[src/hw/rtl/smm_pkg.sv]
package smm_pkg;

    localparam int CFG_W       = 4;
    localparam int PROD_W      = 35;
    localparam int IDX_W       = 3;
    localparam int QUEUE_DEPTH = 4;

    // item opcodes
    localparam logic [1:0] OP_LOAD_A = 2'd0;
    localparam logic [1:0] OP_LOAD_B = 2'd1;
    localparam logic [1:0] OP_RUN    = 2'd2;

    // register index, paddr[3:2]
    localparam logic [1:0] REG_ROWS_A = 2'd0;
    localparam logic [1:0] REG_INNER  = 2'd1;
    localparam logic [1:0] REG_COLS_B = 2'd2;

    localparam logic [CFG_W-1:0] DIM_RESET = 4'd8;

    typedef struct packed {
        logic [CFG_W-1:0] rows_a;
        logic [CFG_W-1:0] inner_size;
        logic [CFG_W-1:0] cols_b;
    } t_dims;

    typedef struct packed {
        logic full;
        logic empty;
    } t_fifo_stat;

    // travels with each MAC step down the pipeline
    typedef struct packed {
        logic             first;
        logic             lastk;
        logic             lastent;
        logic [IDX_W-1:0] row;
        logic [IDX_W-1:0] col;
    } t_tag;

endpackage

[src/hw/rtl/small_matrix_multiply.sv]
// Integer matrix multiplier for matrices of up to MAX_DIM by MAX_DIM signed
// elements. Load items (op 0 for A, op 1 for B) write one element at
// row*MAX_DIM+col; loads outside the store and op 3 are dropped. A run item
// (op 2) emits rows_a*cols_b product entries in row-major order, each the
// wrapped 35-bit sum over inner_size products, with o_last on the final
// entry. A run occupies the single multiply-accumulate unit, which it holds
// while the output is stalled; the next command starts after the read,
// multiply and accumulate stages have drained. A four-entry command queue
// sits between the input channel and the execution unit, so loads keep being
// taken while a run is in progress, until the queue is full. Size registers
// of 0 act as 1 and values above MAX_DIM act as MAX_DIM; they are sampled
// when a run starts. Every element a run reads must have been loaded before.
module small_matrix_multiply
    import smm_pkg::*;
#(
    parameter int MAX_DIM    = 8,
    parameter int ELEM_WIDTH = 16
) (
    input  logic                         i_clk,
    input  logic                         i_rst_n,
    input  logic                         i_in_valid,
    output logic                         o_in_stall,
    input  logic [1:0]                   i_op,
    input  logic [IDX_W-1:0]             i_row,
    input  logic [IDX_W-1:0]             i_col,
    input  logic signed [ELEM_WIDTH-1:0] i_element,
    output logic                         o_out_valid,
    input  logic                         i_out_stall,
    output logic [IDX_W-1:0]             o_out_row,
    output logic [IDX_W-1:0]             o_out_col,
    output logic signed [PROD_W-1:0]     o_product,
    output logic                         o_last,
    input  logic                         psel,
    input  logic                         penable,
    input  logic                         pwrite,
    input  logic [3:0]                   paddr,
    input  logic [31:0]                  pwdata,
    output logic [31:0]                  prdata,
    output logic                         pready
);

    localparam int DEPTH = MAX_DIM * MAX_DIM;
    localparam int AW    = $clog2(DEPTH);
    localparam int CMD_W = 2 + AW + ELEM_WIDTH;

    logic             cfg_wr;
    logic [CFG_W-1:0] r_rows_a, r_inner_size, r_cols_b;
    t_dims            dims;

    logic             push, pop;
    logic [CMD_W-1:0] cmd_in, cmd_out;
    t_fifo_stat       stat;

    assign pready = 1'b1;
    assign cfg_wr = psel && penable && pwrite && pready;

    always_ff @(posedge i_clk) begin
        if (!i_rst_n) begin
            r_rows_a     <= DIM_RESET;
            r_inner_size <= DIM_RESET;
            r_cols_b     <= DIM_RESET;
        end else if (cfg_wr) begin
            case (paddr[3:2])
                REG_ROWS_A: r_rows_a     <= pwdata[CFG_W-1:0];
                REG_INNER:  r_inner_size <= pwdata[CFG_W-1:0];
                REG_COLS_B: r_cols_b     <= pwdata[CFG_W-1:0];
                default: ;
            endcase
        end
    end

    always_comb begin
        case (paddr[3:2])
            REG_ROWS_A: prdata = 32'(r_rows_a);
            REG_INNER:  prdata = 32'(r_inner_size);
            REG_COLS_B: prdata = 32'(r_cols_b);
            default:    prdata = '0;
        endcase
    end

    assign dims.rows_a     = r_rows_a;
    assign dims.inner_size = r_inner_size;
    assign dims.cols_b     = r_cols_b;

    smm_front #(
        .MAX_DIM    (MAX_DIM),
        .ELEM_WIDTH (ELEM_WIDTH)
    ) u_front (
        .i_in_valid (i_in_valid),
        .o_in_stall (o_in_stall),
        .i_op       (i_op),
        .i_row      (i_row),
        .i_col      (i_col),
        .i_element  (i_element),
        .i_stat     (stat),
        .o_push     (push),
        .o_cmd      (cmd_in)
    );

    smm_fifo #(
        .WIDTH (CMD_W),
        .DEPTH (QUEUE_DEPTH)
    ) u_queue (
        .i_clk   (i_clk),
        .i_rst_n (i_rst_n),
        .i_push  (push),
        .i_din   (cmd_in),
        .i_pop   (pop),
        .o_dout  (cmd_out),
        .o_stat  (stat)
    );

    smm_back #(
        .MAX_DIM    (MAX_DIM),
        .ELEM_WIDTH (ELEM_WIDTH)
    ) u_back (
        .i_clk       (i_clk),
        .i_rst_n     (i_rst_n),
        .i_dims      (dims),
        .i_stat      (stat),
        .i_cmd       (cmd_out),
        .o_pop       (pop),
        .o_out_valid (o_out_valid),
        .i_out_stall (i_out_stall),
        .o_out_row   (o_out_row),
        .o_out_col   (o_out_col),
        .o_product   (o_product),
        .o_last      (o_last)
    );

endmodule

[src/hw/rtl/smm_ram.sv]
module smm_ram #(
    parameter int WIDTH = 16,
    parameter int DEPTH = 64,
    localparam int AW = (DEPTH > 1) ? $clog2(DEPTH) : 1
) (
    input  logic             i_clk,
    input  logic             i_we,
    input  logic [AW-1:0]    i_waddr,
    input  logic [WIDTH-1:0] i_wdata,
    input  logic             i_re,
    input  logic [AW-1:0]    i_raddr,
    output logic [WIDTH-1:0] o_rdata
);

    logic [WIDTH-1:0] r_mem [DEPTH];
    logic [WIDTH-1:0] r_rdata;

    always_ff @(posedge i_clk) begin
        if (i_we) begin
            r_mem[i_waddr] <= i_wdata;
        end
        if (i_re) begin
            r_rdata <= r_mem[i_raddr];
        end
    end

    assign o_rdata = r_rdata;

endmodule

[src/hw/rtl/smm_fifo.sv]
module smm_fifo
    import smm_pkg::*;
#(
    parameter int WIDTH = 8,
    parameter int DEPTH = 4
) (
    input  logic             i_clk,
    input  logic             i_rst_n,
    input  logic             i_push,
    input  logic [WIDTH-1:0] i_din,
    input  logic             i_pop,
    output logic [WIDTH-1:0] o_dout,
    output t_fifo_stat       o_stat
);

    localparam int PW = (DEPTH > 1) ? $clog2(DEPTH) : 1;
    localparam int CW = $clog2(DEPTH + 1);

    logic [WIDTH-1:0] r_mem [DEPTH];
    logic [PW-1:0]    r_wp, r_rp;
    logic [CW-1:0]    r_count;
    logic [CW-1:0]    n_count;

    assign n_count = r_count + CW'(i_push) - CW'(i_pop);

    always_ff @(posedge i_clk) begin
        if (!i_rst_n) begin
            r_wp    <= '0;
            r_rp    <= '0;
            r_count <= '0;
        end else begin
            if (i_push) begin
                r_wp <= (r_wp == PW'(DEPTH - 1)) ? '0 : r_wp + 1'b1;
            end
            if (i_pop) begin
                r_rp <= (r_rp == PW'(DEPTH - 1)) ? '0 : r_rp + 1'b1;
            end
            r_count <= n_count;
        end
    end

    always_ff @(posedge i_clk) begin
        if (i_push) begin
            r_mem[r_wp] <= i_din;
        end
    end

    assign o_dout       = r_mem[r_rp];
    assign o_stat.full  = (r_count == CW'(DEPTH));
    assign o_stat.empty = (r_count == '0);

endmodule

[src/hw/rtl/smm_front.sv]
module smm_front
    import smm_pkg::*;
#(
    parameter int MAX_DIM    = 8,
    parameter int ELEM_WIDTH = 16,
    localparam int DEPTH = MAX_DIM * MAX_DIM,
    localparam int AW    = $clog2(DEPTH),
    localparam int CMD_W = 2 + AW + ELEM_WIDTH
) (
    input  logic                         i_in_valid,
    output logic                         o_in_stall,
    input  logic [1:0]                   i_op,
    input  logic [IDX_W-1:0]             i_row,
    input  logic [IDX_W-1:0]             i_col,
    input  logic signed [ELEM_WIDTH-1:0] i_element,
    input  t_fifo_stat                   i_stat,
    output logic                         o_push,
    output logic [CMD_W-1:0]             o_cmd
);

    logic          in_range;
    logic          keep;
    logic [AW-1:0] addr;

    assign in_range = (int'(i_row) < MAX_DIM) && (int'(i_col) < MAX_DIM);
    assign addr     = AW'(i_row * MAX_DIM + i_col);

    // unused opcode and loads outside the store are dropped here
    always_comb begin
        keep = 1'b0;
        if (i_op == OP_RUN) begin
            keep = 1'b1;
        end else if (i_op inside {OP_LOAD_A, OP_LOAD_B}) begin
            keep = in_range;
        end
    end

    assign o_in_stall = i_stat.full;
    assign o_push     = i_in_valid && !i_stat.full && keep;
    assign o_cmd      = {i_op, addr, i_element};

endmodule

[src/hw/rtl/smm_back.sv]
module smm_back
    import smm_pkg::*;
#(
    parameter int MAX_DIM    = 8,
    parameter int ELEM_WIDTH = 16,
    localparam int DEPTH = MAX_DIM * MAX_DIM,
    localparam int AW    = $clog2(DEPTH),
    localparam int CMD_W = 2 + AW + ELEM_WIDTH
) (
    input  logic                     i_clk,
    input  logic                     i_rst_n,
    input  t_dims                    i_dims,
    input  t_fifo_stat               i_stat,
    input  logic [CMD_W-1:0]         i_cmd,
    output logic                     o_pop,
    output logic                     o_out_valid,
    input  logic                     i_out_stall,
    output logic [IDX_W-1:0]         o_out_row,
    output logic [IDX_W-1:0]         o_out_col,
    output logic signed [PROD_W-1:0] o_product,
    output logic                     o_last
);

    localparam int DW    = $clog2(MAX_DIM);
    localparam int MUL_W = 2 * ELEM_WIDTH;

    function automatic logic [DW-1:0] last_idx(input logic [CFG_W-1:0] v);
        if (v == '0) begin
            return '0;
        end else if (int'(v) > MAX_DIM) begin
            return DW'(MAX_DIM - 1);
        end else begin
            return DW'(v - 1'b1);
        end
    endfunction

    logic [1:0]            cmd_op;
    logic [AW-1:0]         cmd_addr;
    logic [ELEM_WIDTH-1:0] cmd_data;

    logic          busy, start, adv, issue;
    logic          we_a, we_b;
    logic          s_end, c_end, r_end;
    logic [AW-1:0] rd_addr_a, rd_addr_b;
    t_tag          tag;

    logic          r_run;
    logic [DW-1:0] r_m, r_k, r_n;
    logic [DW-1:0] r_r, r_c, r_s;

    logic [ELEM_WIDTH-1:0] a_rd, b_rd;
    logic                  r_v1, r_v2;
    t_tag                  r_t1, r_t2;
    logic signed [MUL_W-1:0]  r_prod;
    logic signed [PROD_W-1:0] prod_ext, n_acc, r_acc;

    logic                     r_out_valid;
    logic [IDX_W-1:0]         r_out_row, r_out_col;
    logic signed [PROD_W-1:0] r_out_product;
    logic                     r_out_last;

    assign cmd_op   = i_cmd[CMD_W-1 -: 2];
    assign cmd_addr = i_cmd[ELEM_WIDTH +: AW];
    assign cmd_data = i_cmd[ELEM_WIDTH-1:0];

    // a new command waits until the previous run has left the MAC pipe
    assign busy  = r_run || r_v1 || r_v2;
    assign o_pop = !busy && !i_stat.empty;
    assign start = o_pop && (cmd_op == OP_RUN);
    assign we_a  = o_pop && (cmd_op == OP_LOAD_A);
    assign we_b  = o_pop && (cmd_op == OP_LOAD_B);

    // whole pipe holds while the output register is full and stalled
    assign adv   = !r_out_valid || !i_out_stall;
    assign issue = r_run && adv;

    assign s_end = (r_s == r_k);
    assign c_end = (r_c == r_n);
    assign r_end = (r_r == r_m);

    assign rd_addr_a = AW'(r_r * MAX_DIM + r_s);
    assign rd_addr_b = AW'(r_s * MAX_DIM + r_c);

    assign tag.first   = (r_s == '0);
    assign tag.lastk   = s_end;
    assign tag.lastent = s_end && c_end && r_end;
    assign tag.row     = IDX_W'(r_r);
    assign tag.col     = IDX_W'(r_c);

    smm_ram #(
        .WIDTH(ELEM_WIDTH),
        .DEPTH(DEPTH)
    ) u_store_a (
        .i_clk   (i_clk),
        .i_we    (we_a),
        .i_waddr (cmd_addr),
        .i_wdata (cmd_data),
        .i_re    (issue),
        .i_raddr (rd_addr_a),
        .o_rdata (a_rd)
    );

    smm_ram #(
        .WIDTH(ELEM_WIDTH),
        .DEPTH(DEPTH)
    ) u_store_b (
        .i_clk   (i_clk),
        .i_we    (we_b),
        .i_waddr (cmd_addr),
        .i_wdata (cmd_data),
        .i_re    (issue),
        .i_raddr (rd_addr_b),
        .o_rdata (b_rd)
    );

    // row / column / inner-index sequencer
    always_ff @(posedge i_clk) begin
        if (!i_rst_n) begin
            r_run <= 1'b0;
        end else if (start) begin
            r_run <= 1'b1;
            r_m   <= last_idx(i_dims.rows_a);
            r_k   <= last_idx(i_dims.inner_size);
            r_n   <= last_idx(i_dims.cols_b);
            r_r   <= '0;
            r_c   <= '0;
            r_s   <= '0;
        end else if (issue) begin
            if (s_end) begin
                r_s <= '0;
                if (c_end) begin
                    r_c <= '0;
                    if (r_end) begin
                        r_run <= 1'b0;
                    end else begin
                        r_r <= r_r + 1'b1;
                    end
                end else begin
                    r_c <= r_c + 1'b1;
                end
            end else begin
                r_s <= r_s + 1'b1;
            end
        end
    end

    // products are sign-extended to the result width; the sum wraps there
    assign prod_ext = PROD_W'(r_prod);
    assign n_acc    = r_t2.first ? prod_ext : r_acc + prod_ext;

    always_ff @(posedge i_clk) begin
        if (!i_rst_n) begin
            r_v1        <= 1'b0;
            r_v2        <= 1'b0;
            r_out_valid <= 1'b0;
        end else if (adv) begin
            r_v1        <= issue;
            r_v2        <= r_v1;
            r_out_valid <= r_v2 && r_t2.lastk;
        end
    end

    always_ff @(posedge i_clk) begin
        if (adv) begin
            r_t1   <= tag;
            r_t2   <= r_t1;
            r_prod <= $signed(a_rd) * $signed(b_rd);
            if (r_v2) begin
                r_acc <= n_acc;
                if (r_t2.lastk) begin
                    r_out_row     <= r_t2.row;
                    r_out_col     <= r_t2.col;
                    r_out_product <= n_acc;
                    r_out_last    <= r_t2.lastent;
                end
            end
        end
    end

    assign o_out_valid = r_out_valid;
    assign o_out_row   = r_out_row;
    assign o_out_col   = r_out_col;
    assign o_product   = r_out_product;
    assign o_last      = r_out_last;

endmodule

[config.mk]
export PLATFORM = sky130hd
export DESIGN_NAME = small_matrix_multiply
export DESIGN_NICKNAME = d
export VERILOG_FILES = /design/src/hw/rtl/smm_pkg.sv /design/src/hw/rtl/small_matrix_multiply.sv /design/src/hw/rtl/smm_ram.sv /design/src/hw/rtl/smm_fifo.sv /design/src/hw/rtl/smm_front.sv /design/src/hw/rtl/smm_back.sv
export SDC_FILE = /design/constraint.sdc
export NUM_CORES = 2
export LEC_CHECK = 0
export BUFFER_PORTS_ARGS = -buffer_cell sky130_fd_sc_hd__buf_2
export CORE_ASPECT_RATIO = 0.75
export CORE_UTILIZATION = 63
export CTS_CLUSTER_DIAMETER = 50
export CTS_CLUSTER_SIZE = 8
export DETAILED_ROUTE_END_ITERATION = 8
export GPL_TIMING_DRIVEN = 0
export HOLD_SLACK_MARGIN = 0.08
export PLACE_DENSITY = 0.92
export SLEW_MARGIN = 10
export SYNTH_ARGS = -nofsm -noshare
export SYNTH_HDL_FRONTEND = slang
export SYNTH_SLANG_ARGS = --single-unit
[constraint.sdc]
create_clock -name i_clk -period 11.2 [get_ports i_clk]
set_input_delay 2.24 -clock i_clk [delete_from_list [all_inputs] [get_ports i_clk]]
set_output_delay 2.24 -clock i_clk [all_outputs]
set_load 0.03 [all_outputs]
==> flow_metrics.py <==
metrics = {
    "status": {
        "status": "finished with violations",
        "violations": "design-rule violations",
    },
    "worst_setup_path": {
        "path_cells": "clkbuf_1, nand2_1, fa_1, inv_1, fa_1, inv_1, fa_1, inv_1, fa_1, fa_1, inv_1, fa_1, inv_1, ha_1, clkbuf_1, a21oi_1, o21ai_0, a21oi_1, nor3b_1, a211oi_1, nor3_1, o31ai_1, a21oi_1, xnor2_1",
        "critPathCapture": "u_back.r_prod[30]",
        "crit_family": "adder cells",
        "critPathLaunchType": "flip-flop",
        "r2r_end": "u_back.r_prod[30]",
        "path_max_fanout": 10,
        "slowest_stage": "edfxtp_1",
        "path_class": "reg2reg",
        "cp_data_required_time_ps": 11810,
        "reg2reg_depth": 24,
        "cp-startpoint": "u_back.u_store_a.o_rdata[5]",
        "cpPeakStageDelay_ps": 670,
        "critPathBufInv": 7,
        "crit_cells": 24,
        "critPathArrivalTime_ps": 8180,
        "regToRegSetupSlack_ps": 3630,
        "end_kind": "flip-flop",
        "cpMostUsedCell": "fa_1",
        "rr_startpoint": "u_back.u_store_a.o_rdata[5]",
    },
    "floorplan": {
        "die_y_um": 348,
        "die_w_um": 463,
        "ioPinCount": 144,
        "start_util": 0.637,
        "dieArea_um2": 161000,
        "rows": 126,
        "coreArea_um2": 158000,
    },
    "placed_design": {
        "dp_slack_ps": 4050,
        "place_congestion": 0.940,
        "io_buffers": 83,
        "place_hpwl_um": 197000,
    },
    "timing": {
        "tightest_slew_ps": 1480,
        "finalCriticalPeriod_ps": 7570,
        "slew_headroom": 0.0148,
        "fin_skew_ps": 115,
        "hold_viol": 0,
        "rsz0062_at_grt": "false",
        "setup_viol": 0,
        "max_freq_mhz": 132,
        "setup_ws_ps": 3630,
        "setup_tns_ps": 0,
        "drv_slew": 0,
        "fin_crit_sh": 0.676,
    },
    "cts": {
        "cts_sinks": 2346,
        "hold_buffers": 0,
        "clk_pin_slew_ps": 60,
        "htreeDepth": 5,
        "cts_buffers": 347,
        "ctsResizeCount": 0,
        "cts_tree": "built",
        "post_cts_buffers": 0,
        "cts_max_path_buffers": 4,
        "cts_root_buffer": "clkbuf_16",
        "clock_latency_ps": 970,
    },
    "yosys": {
        "synth_edf_count": 2321,
        "synth_area_um2": 101000,
        "ys_warn_count": 0,
        "syn_avg_cell_area_um2": 20.2,
        "synth-seq-cells": 2346,
        "syn_inst": 4976,
        "seq_area_frac_synth": 0.698,
        "synth_cell_types": 67,
        "ys_async_sr_fraction": 0,
        "synth_flop_cell": "edfxtp_1",
    },
    "global_route": {
        "grt_pass1_vias": 59174,
        "grt_usage": 0.429,
        "antenna_found_initial": 61,
        "grt_pass1_wl_um": 473000,
        "overflow": 0,
        "grt_max_degree": 81,
    },
    "routing": {
        "routedWlPerCell_um": 44.5,
        "drc": 20,
        "ant_nets": 0,
        "firstDrtPassIters": 9,
        "viasPerCell": 7.84,
        "wirelength_um": 346000,
        "vias": 61001,
        "drtIter0Drc": 13379,
    },
    "cells_and_area": {
        "synthToLayoutAreaGrowth_pct": 14.7,
        "drive_above_1_share": 0.270,
        "layout_commonest_cell": "edfxtp_1",
        "fillers": 7887,
        "final_nets": 6011,
        "mostFrequentLayoutCells": "edfxtp_1, mux4_2, clkbuf_16",
    },
    "job": {
        "drv_cap": 0,
    },
    "hold_path": {
        "hp-class": "reg2reg",
    },
}
[synth_stat cells, types with 5 or more instances]
| library cell | n | area share |
|---|---|---|
| a211oi_1 | 9 | 0.00067 |
| a21boi_0 | 5 | 0.00037 |
| a21o_1 | 23 | 0.0017 |
| a21oi_1 | 57 | 0.0028 |
| and2_1 | 139 | 0.0087 |
| and3_1 | 8 | 0.00050 |
| buf_1 | 31 | 0.0012 |
| buf_2 | 62 | 0.0031 |
| buf_4 | 30 | 0.0022 |
| clkbuf_1 | 119 | 0.0044 |
| dfxtp_1 | 25 | 0.0050 |
| edfxtp_1 | 2321 | 0.69 |
| fa_1 | 264 | 0.053 |
| ha_1 | 130 | 0.016 |
| inv_1 | 321 | 0.012 |
| maj3_1 | 6 | 0.00060 |
| mux2i_1 | 20 | 0.0020 |
| mux4_2 | 696 | 0.16 |
| nand2_1 | 209 | 0.0078 |
| nand2b_1 | 14 | 0.00087 |
| nand3_1 | 15 | 0.00075 |
| nor2_1 | 183 | 0.0068 |
| nor2b_1 | 31 | 0.0019 |
| nor3_1 | 17 | 0.00085 |
| nor3b_1 | 7 | 0.00052 |
| o21a_1 | 12 | 0.00090 |
| o21ai_0 | 54 | 0.0027 |
| o21ai_1 | 13 | 0.00065 |
| o21bai_1 | 5 | 0.00037 |
| or2_2 | 9 | 0.00056 |
| xnor2_1 | 49 | 0.0043 |
| xor2_1 | 29 | 0.0025 |
[logic make-up after synthesis]
logic type / share of synthesized area
compound gates: 0.0128
fa+ha+maj: 0.0694
other cells: 0.0000747
simple gates: 0.0313
flops: 0.698
buf+inv: 0.0231
mux: 0.158
xor+xnor: 0.00680
[routing by layer]
metal | wire (um) | track usage | share of wire
met1 | 102000 | 0.529 | 0.30
met2 | 147000 | 0.616 | 0.43
met3 | 63000 | 0.190 | 0.18
met4 | 32800 | 0.290 | 0.095
met5 | 581 | 0.00802 | 0.0017
[registers in the layout, indices dropped and copies added (netlist names), 9 cells and up, named ones only]
signal,cells
u_back.o_product,35
u_back.r_acc,35
u_back.r_prod,32
u_back.r_t1,9
u_back.r_t2,9
u_back.u_store_a.o_rdata,16
u_back.u_store_a.r_mem,1024
u_back.u_store_b.o_rdata,16
u_back.u_store_b.r_mem,1024
u_queue.r_mem,96
[layout make-up]
cell class / count / area (um2) / area share
Antenna cell: 34 / 85.1 / 0.000738
Buffer: 244 / 1140 / 0.00986
Clock buffer: 419 / 9000 / 0.0780
Clock inverter: 18 / 214 / 0.00186
Inverter: 321 / 1200 / 0.0105
Multi-Input combinational cell: 2092 / 28500 / 0.247
Sequential cell: 2346 / 70200 / 0.609
Tap cell: 2112 / 2640 / 0.0229
Timing Repair Buffer: 198 / 2310 / 0.0200
[per-stage QoR]
stage | cell area (um2) | std cells | hold WS [ps] | util
finish | 115000 | 7784 | 407 | 0.730
global route | 115000 | 7760 | 414 | 0.730
CTS | 115000 | 7747 | 407 | 0.729
detailed placement | 106000 | 7310 | 407 | 0.671
global placement | 104000 | 7198 | 404 | 0.657
floorplan | 101000 | 5003 | 400 | -
[how the worst min path moves through the flow]
stage	from	to	cells after the start
floorplan	u_back.r_t2[6]	u_back.o_last	0
global placement	u_back.r_t1[3]	u_back.r_t2[3]	0
detailed placement	u_back.r_t2[2]	u_back.o_out_col[2]	0
CTS	u_back.r_t1[3]	u_back.r_t2[3]	0
global route	u_back.r_t1[3]	u_back.r_t2[3]	0
finish	u_back.r_t1[3]	u_back.r_t2[3]	0
Power is not shown: default switching activity piles up to over one toggle a cycle in this logic, so the estimate is an artifact.
